--- src/rtl/core/rap_pkg.sv ---
package rap_pkg;

    localparam logic [15:0] HDR_BYTES        = 16'd20;
    localparam logic [15:0] AUTH_SPLIT       = 16'd12;
    localparam logic [7:0]  TIMEOUT_ATTR_LEN = 8'd6;
    localparam logic [7:0]  MIN_ATTR_LEN     = 8'd2;

    // Attribute type codes held after reset.
    localparam logic [7:0] DEF_REPLY_MSG = 8'd18;
    localparam logic [7:0] DEF_FILTER    = 8'd11;
    localparam logic [7:0] DEF_STATE     = 8'd24;
    localparam logic [7:0] DEF_SESSION   = 8'd27;
    localparam logic [7:0] DEF_IDLE      = 8'd28;

    // Configuration register indexes.
    localparam logic [2:0] CFG_REPLY_MSG = 3'd0;
    localparam logic [2:0] CFG_FILTER    = 3'd1;
    localparam logic [2:0] CFG_STATE     = 3'd2;
    localparam logic [2:0] CFG_SESSION   = 3'd3;
    localparam logic [2:0] CFG_IDLE      = 3'd4;

    typedef enum logic [1:0] {
        KIND_VALUE   = 2'd0,
        KIND_END     = 2'd1,
        KIND_DROP    = 2'd2,
        KIND_SUMMARY = 2'd3
    } t_kind;

    typedef enum logic [1:0] {
        ST_OK    = 2'd0,
        ST_SHORT = 2'd1,
        ST_LEN   = 2'd2
    } t_status;

    typedef enum logic [1:0] {
        PH_HDR  = 2'd0,
        PH_TYPE = 2'd1,
        PH_LEN  = 2'd2,
        PH_VAL  = 2'd3
    } t_phase;

    typedef enum logic [2:0] {
        CL_REPLY   = 3'd0,
        CL_FILTER  = 3'd1,
        CL_STATE   = 3'd2,
        CL_SESSION = 3'd3,
        CL_IDLE    = 3'd4,
        CL_OTHER   = 3'd5
    } t_class;

    typedef struct packed {
        logic [7:0] reply_msg;
        logic [7:0] filter_code;
        logic [7:0] state;
        logic [7:0] session;
        logic [7:0] idle;
    } t_cfg;

    // Up to three results caused by one input beat, in delivery order.
    typedef struct packed {
        logic        val_vld;
        logic [7:0]  val_byte;
        logic        mark_vld;
        logic        mark_drop;
        logic [1:0]  attr;
        logic        sum_vld;
        t_status     status;
        logic [7:0]  code;
        logic [7:0]  ident;
        logic [63:0] auth_high;
        logic [63:0] auth_low;
        logic [31:0] session;
        logic [31:0] idle;
    } t_bundle;

    // The first matching register wins when several hold the same code.
    function automatic t_class classify(input logic [7:0] t, input t_cfg cfg);
        t_class c;
        if (t == cfg.reply_msg)        c = CL_REPLY;
        else if (t == cfg.filter_code) c = CL_FILTER;
        else if (t == cfg.state)       c = CL_STATE;
        else if (t == cfg.session)     c = CL_SESSION;
        else if (t == cfg.idle)        c = CL_IDLE;
        else                           c = CL_OTHER;
        return c;
    endfunction

    function automatic logic is_string(input t_class c);
        return (c == CL_REPLY) || (c == CL_FILTER) || (c == CL_STATE);
    endfunction

endpackage

--- src/rtl/core/response_attribute_parser_top.sv ---
// Parses a RADIUS response delivered one byte per beat, last byte flagged by tlast.
// The parser updates its header and attribute state in the cycle a byte is accepted
// and loads the results of that byte into one output register, which drains one
// result per beat. A byte that causes at most one result is taken every cycle while
// the downstream side takes each result; a byte that causes two or three (a value
// byte with its end marker, a dropped marker, the packet summary) holds the input
// while that register drains and while the downstream side stalls. Configuration writes
// are always accepted and must only be issued while the block is idle.
module response_attribute_parser_top (
    input  logic         i_clk,
    input  logic         i_rst_n,
    input  logic         i_s_axis_tvalid,
    output logic         o_s_axis_tready,
    input  logic [7:0]   i_s_axis_tdata,   // data_byte
    input  logic         i_s_axis_tlast,   // last_byte
    output logic         o_m_axis_tvalid,
    input  logic         i_m_axis_tready,
    output logic [223:0] o_m_axis_tdata,   // value_byte[7:0], status[9:8], code_out[17:10],
                                           // identifier_out[25:18], auth_high[89:26],
                                           // auth_low[153:90], session_timeout_out[185:154],
                                           // idle_timeout_out[217:186], zero[223:218]
    output logic [3:0]   o_m_axis_tuser,   // kind[1:0], string_attr[3:2]
    input  logic         i_cfg_valid,
    output logic         o_cfg_ready,
    input  logic [2:0]   i_cfg_index,
    input  logic [7:0]   i_cfg_data
);

    rap_pkg::t_cfg    r_cfg;
    rap_pkg::t_bundle bundle;
    logic             in_fire;

    assign o_cfg_ready = 1'b1;
    assign in_fire     = i_s_axis_tvalid && o_s_axis_tready;

    always_ff @(posedge i_clk) begin
        if (!i_rst_n) begin
            r_cfg.reply_msg   <= rap_pkg::DEF_REPLY_MSG;
            r_cfg.filter_code <= rap_pkg::DEF_FILTER;
            r_cfg.state       <= rap_pkg::DEF_STATE;
            r_cfg.session     <= rap_pkg::DEF_SESSION;
            r_cfg.idle        <= rap_pkg::DEF_IDLE;
        end else if (i_cfg_valid && o_cfg_ready) begin
            unique case (i_cfg_index)
                rap_pkg::CFG_REPLY_MSG: r_cfg.reply_msg   <= i_cfg_data;
                rap_pkg::CFG_FILTER:    r_cfg.filter_code <= i_cfg_data;
                rap_pkg::CFG_STATE:     r_cfg.state       <= i_cfg_data;
                rap_pkg::CFG_SESSION:   r_cfg.session     <= i_cfg_data;
                rap_pkg::CFG_IDLE:      r_cfg.idle        <= i_cfg_data;
                default: begin
                end
            endcase
        end
    end

    rap_parser u_parser (
        .i_clk    (i_clk),
        .i_rst_n  (i_rst_n),
        .i_cfg    (r_cfg),
        .i_fire   (in_fire),
        .i_data   (i_s_axis_tdata),
        .i_last   (i_s_axis_tlast),
        .o_bundle (bundle)
    );

    rap_out_stage u_out (
        .i_clk      (i_clk),
        .i_rst_n    (i_rst_n),
        .i_load     (in_fire),
        .i_bundle   (bundle),
        .o_in_ready (o_s_axis_tready),
        .o_valid    (o_m_axis_tvalid),
        .i_ready    (i_m_axis_tready),
        .o_tdata    (o_m_axis_tdata),
        .o_tuser    (o_m_axis_tuser)
    );

    // Every packet end produces a summary beat.
    a_summary_follows_last: assert property (@(posedge i_clk) disable iff (!i_rst_n)
        in_fire && i_s_axis_tlast |=> o_m_axis_tvalid)
        else $error("no result pending after the last byte of a packet");

    // A stalled result leaves no room for a new byte's results.
    a_stall_blocks_input: assert property (@(posedge i_clk) disable iff (!i_rst_n)
        o_m_axis_tvalid && !i_m_axis_tready |-> !o_s_axis_tready)
        else $error("input accepted while the result register is stalled");

    // A summary never carries an undefined status code.
    a_status_code: assert property (@(posedge i_clk) disable iff (!i_rst_n)
        o_m_axis_tvalid && (o_m_axis_tuser[1:0] == rap_pkg::KIND_SUMMARY)
        |-> (o_m_axis_tdata[9:8] != 2'd3))
        else $error("summary with an undefined status code");

endmodule

--- src/rtl/core/rap_parser.sv ---
module rap_parser (
    input  logic             i_clk,
    input  logic             i_rst_n,
    input  rap_pkg::t_cfg    i_cfg,
    input  logic             i_fire,
    input  logic [7:0]       i_data,
    input  logic             i_last,
    output rap_pkg::t_bundle o_bundle
);

    logic [15:0]     r_byte_count, n_byte_count;
    logic [15:0]     r_hdr_len,    n_hdr_len;
    logic [7:0]      r_code,       n_code;
    logic [7:0]      r_ident,      n_ident;
    logic [63:0]     r_auth0,      n_auth0;
    logic [63:0]     r_auth1,      n_auth1;
    rap_pkg::t_phase r_phase,      n_phase;
    logic [7:0]      r_attr_type,  n_attr_type;
    logic [7:0]      r_attr_len,   n_attr_len;
    logic [7:0]      r_attr_pos,   n_attr_pos;
    logic            r_stopped,    n_stopped;
    logic [31:0]     r_accum,      n_accum;
    logic [31:0]     r_session,    n_session;
    logic [31:0]     r_idle,       n_idle;

    rap_pkg::t_class c_cur;
    rap_pkg::t_class c_new;
    logic            finish;

    always_comb begin
        n_byte_count = r_byte_count;
        n_hdr_len    = r_hdr_len;
        n_code       = r_code;
        n_ident      = r_ident;
        n_auth0      = r_auth0;
        n_auth1      = r_auth1;
        n_phase      = r_phase;
        n_attr_type  = r_attr_type;
        n_attr_len   = r_attr_len;
        n_attr_pos   = r_attr_pos;
        n_stopped    = r_stopped;
        n_accum      = r_accum;
        n_session    = r_session;
        n_idle       = r_idle;
        o_bundle     = '0;
        finish       = 1'b0;
        c_cur        = rap_pkg::classify(r_attr_type, i_cfg);

        if (r_byte_count != 16'hFFFF) begin
            n_byte_count = r_byte_count + 16'd1;
        end

        if (r_byte_count < rap_pkg::HDR_BYTES) begin
            if (r_byte_count == 16'd0) begin
                n_code = i_data;
            end else if (r_byte_count == 16'd1) begin
                n_ident = i_data;
            end else if (r_byte_count == 16'd2) begin
                n_hdr_len = {i_data, 8'h00};
            end else if (r_byte_count == 16'd3) begin
                n_hdr_len = {r_hdr_len[15:8], i_data};
            end else if (r_byte_count < rap_pkg::AUTH_SPLIT) begin
                n_auth0 = {r_auth0[55:0], i_data};
            end else begin
                n_auth1 = {r_auth1[55:0], i_data};
            end
            if (r_byte_count == rap_pkg::HDR_BYTES - 16'd1) begin
                n_phase = rap_pkg::PH_TYPE;
            end
        end else if (!r_stopped) begin
            unique case (r_phase)
                rap_pkg::PH_HDR: begin
                end
                rap_pkg::PH_TYPE: begin
                    n_attr_type = i_data;
                    n_phase     = rap_pkg::PH_LEN;
                end
                rap_pkg::PH_LEN: begin
                    n_attr_len = i_data;
                    n_attr_pos = '0;
                    n_accum    = '0;
                    if (i_data < rap_pkg::MIN_ATTR_LEN) begin
                        n_stopped = 1'b1;
                        n_phase   = rap_pkg::PH_TYPE;
                    end else if (i_data == rap_pkg::MIN_ATTR_LEN) begin
                        finish = 1'b1;
                    end else begin
                        n_phase = rap_pkg::PH_VAL;
                    end
                end
                rap_pkg::PH_VAL: begin
                    n_attr_pos = r_attr_pos + 8'd1;
                    n_accum    = {r_accum[23:0], i_data};
                    if (rap_pkg::is_string(c_cur)) begin
                        o_bundle.val_vld  = 1'b1;
                        o_bundle.val_byte = i_data;
                        o_bundle.attr     = c_cur[1:0];
                    end
                    if ({1'b0, n_attr_pos} + {1'b0, rap_pkg::MIN_ATTR_LEN}
                        >= {1'b0, r_attr_len}) begin
                        finish = 1'b1;
                    end
                end
            endcase
        end

        // A completed attribute: end marker for strings, keep a well-formed timeout.
        if (finish) begin
            if (rap_pkg::is_string(c_cur)) begin
                o_bundle.mark_vld = 1'b1;
                o_bundle.attr     = c_cur[1:0];
            end else if (n_attr_len == rap_pkg::TIMEOUT_ATTR_LEN) begin
                if (c_cur == rap_pkg::CL_SESSION) begin
                    n_session = n_accum;
                end else if (c_cur == rap_pkg::CL_IDLE) begin
                    n_idle = n_accum;
                end
            end
            n_phase = rap_pkg::PH_TYPE;
        end

        c_new = rap_pkg::classify(n_attr_type, i_cfg);

        if (i_last) begin
            if (!n_stopped && (n_phase == rap_pkg::PH_LEN || n_phase == rap_pkg::PH_VAL)
                && rap_pkg::is_string(c_new)) begin
                o_bundle.mark_vld  = 1'b1;
                o_bundle.mark_drop = 1'b1;
                o_bundle.attr      = c_new[1:0];
            end
            o_bundle.sum_vld = 1'b1;
            if (n_byte_count < rap_pkg::HDR_BYTES) begin
                o_bundle.status = rap_pkg::ST_SHORT;
            end else if (n_hdr_len > n_byte_count) begin
                o_bundle.status = rap_pkg::ST_LEN;
            end else begin
                o_bundle.status    = rap_pkg::ST_OK;
                o_bundle.code      = n_code;
                o_bundle.ident     = n_ident;
                o_bundle.auth_high = n_auth0;
                o_bundle.auth_low  = n_auth1;
                o_bundle.session   = n_session;
                o_bundle.idle      = n_idle;
            end
            n_byte_count = '0;
            n_hdr_len    = '0;
            n_code       = '0;
            n_ident      = '0;
            n_auth0      = '0;
            n_auth1      = '0;
            n_phase      = rap_pkg::PH_HDR;
            n_attr_type  = '0;
            n_attr_len   = '0;
            n_attr_pos   = '0;
            n_stopped    = 1'b0;
            n_accum      = '0;
            n_session    = '0;
            n_idle       = '0;
        end
    end

    always_ff @(posedge i_clk) begin
        if (!i_rst_n) begin
            r_byte_count <= '0;
            r_hdr_len    <= '0;
            r_code       <= '0;
            r_ident      <= '0;
            r_auth0      <= '0;
            r_auth1      <= '0;
            r_phase      <= rap_pkg::PH_HDR;
            r_attr_type  <= '0;
            r_attr_len   <= '0;
            r_attr_pos   <= '0;
            r_stopped    <= 1'b0;
            r_accum      <= '0;
            r_session    <= '0;
            r_idle       <= '0;
        end else if (i_fire) begin
            r_byte_count <= n_byte_count;
            r_hdr_len    <= n_hdr_len;
            r_code       <= n_code;
            r_ident      <= n_ident;
            r_auth0      <= n_auth0;
            r_auth1      <= n_auth1;
            r_phase      <= n_phase;
            r_attr_type  <= n_attr_type;
            r_attr_len   <= n_attr_len;
            r_attr_pos   <= n_attr_pos;
            r_stopped    <= n_stopped;
            r_accum      <= n_accum;
            r_session    <= n_session;
            r_idle       <= n_idle;
        end
    end

endmodule

--- src/rtl/core/rap_out_stage.sv ---
module rap_out_stage (
    input  logic             i_clk,
    input  logic             i_rst_n,
    input  logic             i_load,
    input  rap_pkg::t_bundle i_bundle,
    output logic             o_in_ready,
    output logic             o_valid,
    input  logic             i_ready,
    output logic [223:0]     o_tdata,   // value_byte, status, code_out, identifier_out,
                                        // auth_high, auth_low, session_timeout_out,
                                        // idle_timeout_out, zero pad
    output logic [3:0]       o_tuser    // kind, string_attr
);

    // Pending results: bit 0 value byte, bit 1 marker, bit 2 summary.
    logic [2:0]       r_pend;
    logic [2:0]       n_pend;
    rap_pkg::t_bundle r_bun;
    logic [2:0]       lowest;
    logic             pop;
    rap_pkg::t_kind   kind;

    assign lowest     = r_pend & (~r_pend + 3'd1);
    assign o_valid    = |r_pend;
    assign pop        = o_valid && i_ready;
    assign o_in_ready = (r_pend == 3'd0) || ((r_pend == lowest) && i_ready);

    always_comb begin
        n_pend = pop ? (r_pend & ~lowest) : r_pend;
        if (i_load) begin
            n_pend = {i_bundle.sum_vld, i_bundle.mark_vld, i_bundle.val_vld};
        end
    end

    always_ff @(posedge i_clk) begin
        if (!i_rst_n) begin
            r_pend <= '0;
        end else begin
            r_pend <= n_pend;
        end
        if (i_load) begin
            r_bun <= i_bundle;
        end
    end

    always_comb begin
        o_tdata = '0;
        kind    = rap_pkg::KIND_SUMMARY;
        o_tuser = '0;
        if (lowest[0]) begin
            kind          = rap_pkg::KIND_VALUE;
            o_tdata[7:0]  = r_bun.val_byte;
            o_tuser[3:2]  = r_bun.attr;
        end else if (lowest[1]) begin
            kind          = r_bun.mark_drop ? rap_pkg::KIND_DROP : rap_pkg::KIND_END;
            o_tuser[3:2]  = r_bun.attr;
        end else begin
            o_tdata[9:8]     = r_bun.status;
            o_tdata[17:10]   = r_bun.code;
            o_tdata[25:18]   = r_bun.ident;
            o_tdata[89:26]   = r_bun.auth_high;
            o_tdata[153:90]  = r_bun.auth_low;
            o_tdata[185:154] = r_bun.session;
            o_tdata[217:186] = r_bun.idle;
        end
        o_tuser[1:0] = kind;
    end

endmodule

--- config.mk ---
export PLATFORM = sky130hd
export DESIGN_NAME = response_attribute_parser_top
export DESIGN_NICKNAME = d
export VERILOG_FILES = /design/src/rtl/core/rap_pkg.sv /design/src/rtl/core/response_attribute_parser_top.sv /design/src/rtl/core/rap_parser.sv /design/src/rtl/core/rap_out_stage.sv
export SDC_FILE = /design/constraint.sdc
export NUM_CORES = 1
export LEC_CHECK = 0
export BUFFER_PORTS_ARGS = -buffer_cell sky130_fd_sc_hd__clkbuf_2
export CORE_MARGIN = 2
export CORE_UTILIZATION = 60
export DETAILED_ROUTE_END_ITERATION = 10
export PLACE_DENSITY_LB_ADDON = 0.08
export SYNTH_ARGS = -nofsm -noshare
export SYNTH_HDL_FRONTEND = slang
export SYNTH_SLANG_ARGS = --single-unit
--- constraint.sdc ---
create_clock -name i_clk -period 26.9 [get_ports i_clk]
set_input_delay 1.345 -clock i_clk [delete_from_list [all_inputs] [get_ports i_clk]]
set_output_delay 1.345 -clock i_clk [all_outputs]
set_load 0.01 [all_outputs]
Yosys cells after proc, flatten, opt, wreduce, memory -nomap -nowiden

Index checks and enable logic that the tools add are counted.

Register bits after elaboration: 563
Output and inout bits: 231
Word-level logic and storage cells: 225
Bits of input ports: 25

Bitwise operators: 7
Add/subtract/negate cells: 4
$lt $le $gt $ge: 6
Multiplexer cells: 113
Equality and inequality tests: 35
Reductions and logical operators: 29

Operators by type and width:

| operator                                                                | number |
|---|---|
| 64-bit 2-to-1 mux                                                       | 14 |
| 32-bit 2-to-1 mux                                                       | 14 |
| 210-bit 2-to-1 mux                                                      | 2 |
| 208-bit 2-to-1 mux                                                      | 2 |
| 215-bit 2-to-1 mux                                                      | 1 |
| 8-bit 2-to-1 mux                                                        | 20 |
| 16-bit 2-to-1 mux                                                       | 7 |
| 8-bit equality test                                                     | 10 |
| 32-bit one-hot mux with 2 select lines                                  | 1 |
| 2-bit 2-to-1 mux                                                        | 20 |
| 9-bit 2-to-1 mux                                                        | 4 |
| 16-bit by 2-bit equality test with 1-bit output (second input constant) | 2 |
| 16-bit by 5-bit < comparator with 1-bit output (second input constant)  | 2 |
| 3-bit 2-to-1 mux                                                        | 10 |
| 16-bit by 1-bit adder with 16-bit output (second input constant)        | 1 |
| 16-bit by 1-bit equality test with 1-bit output (second input constant) | 1 |
| 16-bit by 5-bit equality test with 1-bit output (second input constant) | 1 |
| 16-bit greater-than comparator                                          | 1 |
| 16-bit zero test                                                        | 1 |
| 16-bit by 4-bit < comparator with 1-bit output (second input constant)  | 1 |
| 16-bit != test (second input constant)                                  | 1 |
| 8-bit one-hot mux with 2 select lines                                   | 1 |
| 3-bit by 2-bit equality test with 1-bit output (second input constant)  | 5 |
| 1-bit 2-to-1 mux                                                        | 14 |
| other kinds (30)                                                        | 58 |

Depth between registers and ports, before layout

Depth after elaboration: 18
Gate-level depth with buffers: 21
Mapped depth without buffers: 17

Cells and area by module

Synthesis repeated with hierarchy kept, for this count alone.

Cell total of the unflattened synthesis: 2841
Area, all modules: 28367.2 um^2

By module, submodules not included:

| module                        | area each (um^2) | cells each | instances | seq. area each (um^2) |
|---|---|---|---|---|
| rap_parser                    | 18301.3          | 2195       | 1         | 5985.7 |
| rap_out_stage                 | 8491.9           | 494        | 1         | 6696.4 |
| response_attribute_parser_top | 1574.0           | 152        | 1         | 800.8 |

Worst setup path after synthesis

Ideal clock, no wire load.

Path type: input to register
Start point: input port i_m_axis_tready
End point: register u_parser.r_attr_type[0]
Required time: 26772 ps
Setup slack: 16360 ps
Stages: 9
Buffers on the path: 1
Arrival: 10413 ps
Cells stage by stage: inv_1 -> maj3_1 -> o2bb2ai_1 -> nand2_1 -> inv_1 -> clkbuf_1 -> o21ai_1 -> a22oi_1 -> nor2_1

Cells in the longest elaborated chain, start to end: 3

RTL lines:

| element                   | line                                | text |
|---|---|---|
| start, declared           | response_attribute_parser_top.sv:17 | `input logic i_m_axis_tready,` |
| 1-bit logical AND         | rap_out_stage.sv:26                 | `assign o_in_ready = (r_pend == 3'd0) \|\| ((r_pend == lowest) && i_ready);` |
| 1-bit logical OR          | rap_out_stage.sv:26                 |  |
| named net o_s_axis_tready | response_attribute_parser_top.sv:13 | `output logic o_s_axis_tready,` |
| 1-bit logical AND         | response_attribute_parser_top.sv:34 | `assign in_fire = i_s_axis_tvalid && o_s_axis_tready;` |
| named net in_fire         | response_attribute_parser_top.sv:31 | `logic in_fire;` |
| end signal, assigned      | rap_parser.sv:186                   | `r_attr_type <= n_attr_type;` |
| end, declared             | rap_parser.sv:18                    | `logic [7:0] r_attr_type, n_attr_type;` |

The timed path passes the listed nets, and every way through them passes these cells.
A chain may end at the register's enable or synchronous reset.

Final worst setup path

Start point: register u_parser.r_byte_count[5]
End point: register u_out.r_bun[113] (netlist name), data pin

Cells in the longest elaborated chain, start to end: 8
Elaborated cells on any way between the ends: 23
Classes of those cells: add/sub: 1; order compare: 4; eq/ne: 4; mux: 12; reduce/logical: 2

RTL lines:

| element                                         | line                | text |
|---|---|---|
| start, declared                                 | rap_parser.sv:11    | `logic [15:0] r_byte_count, n_byte_count;` |
| start signal, assigned                          | rap_parser.sv:179   | `r_byte_count <= n_byte_count;` |
| 16-bit by 2-bit equality test with 1-bit output | rap_parser.sv:60    | `end else if (r_byte_count == 16'd3) begin` |
| 8-bit 2-to-1 mux                                | rap_parser.sv:60    |  |
| 16-bit 2-to-1 mux                               | rap_parser.sv:58    | `end else if (r_byte_count == 16'd2) begin` |
| 16-bit 2-to-1 mux                               | rap_parser.sv:56    | `end else if (r_byte_count == 16'd1) begin` |
| 16-bit 2-to-1 mux                               | rap_parser.sv:54    | `if (r_byte_count == 16'd0) begin` |
| 16-bit 2-to-1 mux                               | rap_parser.sv:53    | `if (r_byte_count < rap_pkg::HDR_BYTES) begin` |
| 16-bit greater-than comparator                  | rap_parser.sv:134   | `end else if (n_hdr_len > n_byte_count) begin` |
| 3-bit OR reduction (no line)                    | -                   |  |
| end signal, assigned                            | rap_out_stage.sv:42 | `r_bun <= i_bundle;` |
| end, declared                                   | rap_out_stage.sv:18 | `rap_pkg::t_bundle r_bun;` |

Several ways; a longest one is shown, not always the timed one.

==> metrics.log <==
[metrics] # nets final: 3043
[metrics] adder-cell share of the synthesized area: 1.61%
[metrics] commonest cells after routing, fill and taps aside: 405 x sky130_fd_sc_hd__nor2_1, 392 x sky130_fd_sc_hd__nand2_1, 342 x sky130_fd_sc_hd__dfxtp_1
[metrics] total power density per cell area: 62.2 nW/µm²
[metrics] Hold Buf Count CTS: 0
[metrics] FF+latch area: 13500 µm²
[metrics] Initial Utilization: 60.8%
[metrics] crit end category: flip-flop
[metrics] DRT antenna net count: 0
[metrics] count of pins on the block boundary: 256
[metrics] Post-Route Setup TNS: 0 ns
[metrics] final total power: 1.82 mW
[metrics] arrival time at the worst endpoint: 5.83 ns
[metrics] share of the clock period used by the worst path: 20.6%
[metrics] maximum clock skew at final layout: 0.0230 ns
[metrics] Post-synth top flop: sky130_fd_sc_hd__dfxtp_1
[metrics] hold path start: u_parser.r_session[28]
[metrics] critical path class: flip-flop to flip-flop
[metrics] non-filler instance count after layout: 3617
[metrics] DIE AREA: 45400 µm²
[metrics] clock-pin slew reported for the worst setup and hold paths after clock tree synthesis: 0.06 ns
[metrics] cell total after placement: 3511
[metrics] number of clock sinks: 563
[metrics] via count of the first global-routing pass: 20000
[metrics] Compound-Gate Fraction of Synth Area: 17.8%
[metrics] number of antenna cells inserted: 0
[metrics] WL per Instance: 19.8 µm
[metrics] Min Clock Period, post-route: 5.53 ns
[metrics] Setup-failing EPs final: 0
[metrics] critical path launch point type: flip-flop
[metrics] largest net degree at the start of global routing: 149
[metrics] DR DRC count: 0
[metrics] worst setup path start: u_parser.r_byte_count[5]
[metrics] outcome: finished clean
[metrics] Chip Width: 213 µm
[metrics] share of synthesized flip-flops with an asynchronous set or reset: 0%
[metrics] count of port buffers added during placement: 248
[metrics] fill count: 3493
[metrics] share of post-route cells with drive strength above 1: 13.0%
[metrics] flip-flop and latch count after synthesis: 563
[metrics] Final Hold Viols: 0
[metrics] basic-gate share of the synthesized area counting and, or, nand and nor cells: 21.2%
[metrics] CTS root buf: sky130_fd_sc_hd__clkbuf_16
[metrics] synth warn: 0
[metrics] CTS tree: yes
[metrics] per-cell via count in the routed design: 6.08
[metrics] critical path data required time: 27.20 ns
[metrics] launch point of the worst reg-to-reg path: u_parser.r_byte_count[5]
[metrics] Core Area: 43100 µm²
[metrics] post-synthesis sequential area ratio: 51.4%
[metrics] total of max-cap violations: 0
[metrics] antenna violations before repair: 0
[metrics] Placement Rows: 76
[metrics] synthesized cell area: 26200 µm²
[metrics] remaining global-route overflow: 0
[metrics] worst hold margin: 0.464 ns
[metrics] first-pass GRT wire length: 110 mm
[metrics] half-perimeter wire length after placement: 44.2 mm
[metrics] unrepaired setup endpoints after global routing: false
[metrics] Final Max Tran Viols: 0
[metrics] mean cell area of the mapped netlist: 9.08 µm²
[metrics] routability congestion estimate: 0.956
[metrics] source-to-sink clock delay at the later pin of the worst-skew pair: 0.63 ns
[metrics] P&R area growth vs syn: 11.6%
[metrics] global-route usage over all layers: 30.7%
[metrics] most frequent standard cell in the layout excluding fill and tap cells: sky130_fd_sc_hd__nor2_1
[metrics] Pleak: 10.2 nW
[metrics] CTS H-tree lvls: 2
[metrics] clock tree buffer depth: 3
[metrics] number of vias in the routed layout: 22000
[metrics] relative max-transition margin: 8.04%
[metrics] cts bufs inserted: 57
[metrics] count of flip-flops with a built-in enable after synthesis: 221
[metrics] first-pass iteration count of the detailed router: 6
[metrics] Final Core Density: 67.9%
[metrics] XOR/XNOR share of the synthesized area: 2.54%
[metrics] number of DRC violations after detailed-routing iteration 0: 2516
[metrics] maximum achievable frequency: 181 MHz
[metrics] Setup Buffers After CTS: 0
[metrics] maximum fanout along the worst path: 100
[metrics] count of mapped cells out of synthesis: 2888
[metrics] Netlist cell types: 74
[metrics] path type of the worst min-delay path: flip-flop to flip-flop
[metrics] proportion of synthesized area in mux cells: 0.668%
[metrics] multi-input logic area: 11600 µm²
[metrics] Post-Route WL: 71.6 mm
[metrics] highest ir drop seen on vdd: 51.4 µV
[metrics] Resized cells post-CTS: 0
[metrics] combinational family with the most area after synthesis: simple AND/OR/NAND/NOR gates
[metrics] measured slew at the worst slew-check pin: 1.38 ns
[metrics] chip height: 213 µm
[power breakdown]
group	total (mW)	internal, mW	switching, mW
logic	0.123	0.0341	0.0890
registers	0.914	0.905	0.00874
clock network	0.782	0.448	0.333
total	1.82	1.39	0.431
[synthesized netlist by cell type, types with 3 or more instances]
cell type                   number  share of area, %
sky130_fd_sc_hd__or2_2           4             0.095
sky130_fd_sc_hd__nor2_1        409               5.9
sky130_fd_sc_hd__nand3b_1        7              0.20
sky130_fd_sc_hd__o2111ai_1       3              0.10
sky130_fd_sc_hd__a22oi_1       215               6.2
sky130_fd_sc_hd__buf_1           8              0.11
sky130_fd_sc_hd__nand3_1        61               1.2
sky130_fd_sc_hd__o21ai_0        29              0.55
sky130_fd_sc_hd__o22ai_1         7              0.17
sky130_fd_sc_hd__buf_6          14              0.60
sky130_fd_sc_hd__o2bb2ai_1      32               1.1
sky130_fd_sc_hd__o211ai_1        6              0.17
sky130_fd_sc_hd__edfxtp_1      221                25
sky130_fd_sc_hd__ha_1           33               1.6
sky130_fd_sc_hd__and2_1        230               5.5
sky130_fd_sc_hd__nand2b_1        4             0.095
sky130_fd_sc_hd__mux2i_1        13              0.50
sky130_fd_sc_hd__nor4_2          3              0.14
sky130_fd_sc_hd__o31ai_1        34              0.97
sky130_fd_sc_hd__nand4_1        16              0.38
sky130_fd_sc_hd__nor3_1         22              0.42
sky130_fd_sc_hd__buf_4          14              0.40
sky130_fd_sc_hd__a21o_1         10              0.29
sky130_fd_sc_hd__a31oi_1         6              0.14
sky130_fd_sc_hd__xor2_1         34               1.1
sky130_fd_sc_hd__nand2_1       394               5.6
sky130_fd_sc_hd__nor3b_1         3             0.086
sky130_fd_sc_hd__inv_1          37              0.53
sky130_fd_sc_hd__a2bb2oi_1       4              0.13
sky130_fd_sc_hd__o21a_1          5              0.14
sky130_fd_sc_hd__clkbuf_1      167               2.4
sky130_fd_sc_hd__a221oi_1        3              0.10
sky130_fd_sc_hd__xnor2_1        42               1.4
sky130_fd_sc_hd__buf_2          38              0.73
sky130_fd_sc_hd__dfxtp_1       342                26
sky130_fd_sc_hd__o21ai_1         7              0.13
sky130_fd_sc_hd__o32ai_1         3              0.10
sky130_fd_sc_hd__or4_1           4              0.11
sky130_fd_sc_hd__a21oi_1       249               4.8
sky130_fd_sc_hd__and3_1         14              0.33
sky130_fd_sc_hd__or3_1           5              0.12
sky130_fd_sc_hd__a211oi_1       68               1.9
sky130_fd_sc_hd__nor2b_1        13              0.31
sky130_fd_sc_hd__nor4_1         15              0.36
[state kept, by name (all words and copies together) (netlist names)]
name and flops:
u_parser.r_auth0 64, u_parser.r_byte_count 16, u_parser.r_auth1 64, u_parser.r_accum 32, u_out.r_pend 3, u_parser.r_session 32
u_parser.r_hdr_len 16, u_parser.r_idle 32, u_parser.r_attr_type 8, u_parser.r_phase 2, u_parser.r_stopped 1, u_parser.r_ident 8
u_out.r_bun 221, u_parser.r_code 8, u_parser.r_attr_pos 8, u_parser.r_attr_len 8, r_cfg 40
[through the flow]
stage / instance area (µm²) / setup slack [ns]
after floorplan: 26200 / 16.36
after global placement: 27400 / 21.47
after detailed placement: 27400 / 21.40
after CTS: 29200 / 21.50
after global routing: 29200 / 21.03
final: 29200 / 21.37
[layer usage]
layer | routed length, µm | up-vias | GRT usage [%] | share of wire (%)
li1 | - | 10300 | - | -
met1 | 30400 | 10500 | 42.7 | 42
met2 | 33400 | 1025 | 49.0 | 47
met3 | 5930 | 143 | 5.28 | 8.3
met4 | 1920 | 0 | 9.60 | 2.7
met5 | 0 | - | 0 | 0
[final cells by class]
| type | count | area share, % |
|---|---|---|
| well taps | 585 | 2.50 |
| inverters | 38 | 0.539 |
| clock inverters | 18 | 0.586 |
| repair buffers | 274 | 4.91 |
| flip-flops and latches | 563 | 46.1 |
| multi-input cells | 2051 | 39.6 |
| clock buffers | 88 | 5.73 |
[cells by family (layout without fill, tap and decap cells)]
family,count (synthesis),after routing
xor gates and xnor gates,76,76
adders and majority gates,34,34
AOI/OAI and AO/OA,703,703
buffers and inverters,279,418
DFF,563,563
and+or+nand+nor,1214,1214
other,2,7
muxes,17,17
[worst paths after layout]
check / endpoint / slack, ns / cells after the start
max: u_out.r_bun[113] / 21.37 / 13
min: u_parser.r_session[28] / 0.46 / 1
max reg2reg: u_out.r_bun[113] / 21.37 / 13
min reg2reg: u_parser.r_session[28] / 0.46 / 1
[worst max-delay path: stages (launching register included)]
cell                       delay [ns]
sky130_fd_sc_hd__dfxtp_1         0.40
sky130_fd_sc_hd__nor4_2          0.56
sky130_fd_sc_hd__nand3_2         0.31
sky130_fd_sc_hd__nor3_2          0.31
sky130_fd_sc_hd__nand2_1         0.23
sky130_fd_sc_hd__or3_1           0.58
sky130_fd_sc_hd__mux2_1          0.40
sky130_fd_sc_hd__ha_1            0.30
sky130_fd_sc_hd__nand4_1         0.15
sky130_fd_sc_hd__or2_2           0.35
sky130_fd_sc_hd__o221a_2         0.25
sky130_fd_sc_hd__o211ai_1        0.20
sky130_fd_sc_hd__buf_4           0.87
sky130_fd_sc_hd__a21oi_1         0.16
Power figures use the tool's default switching activity.
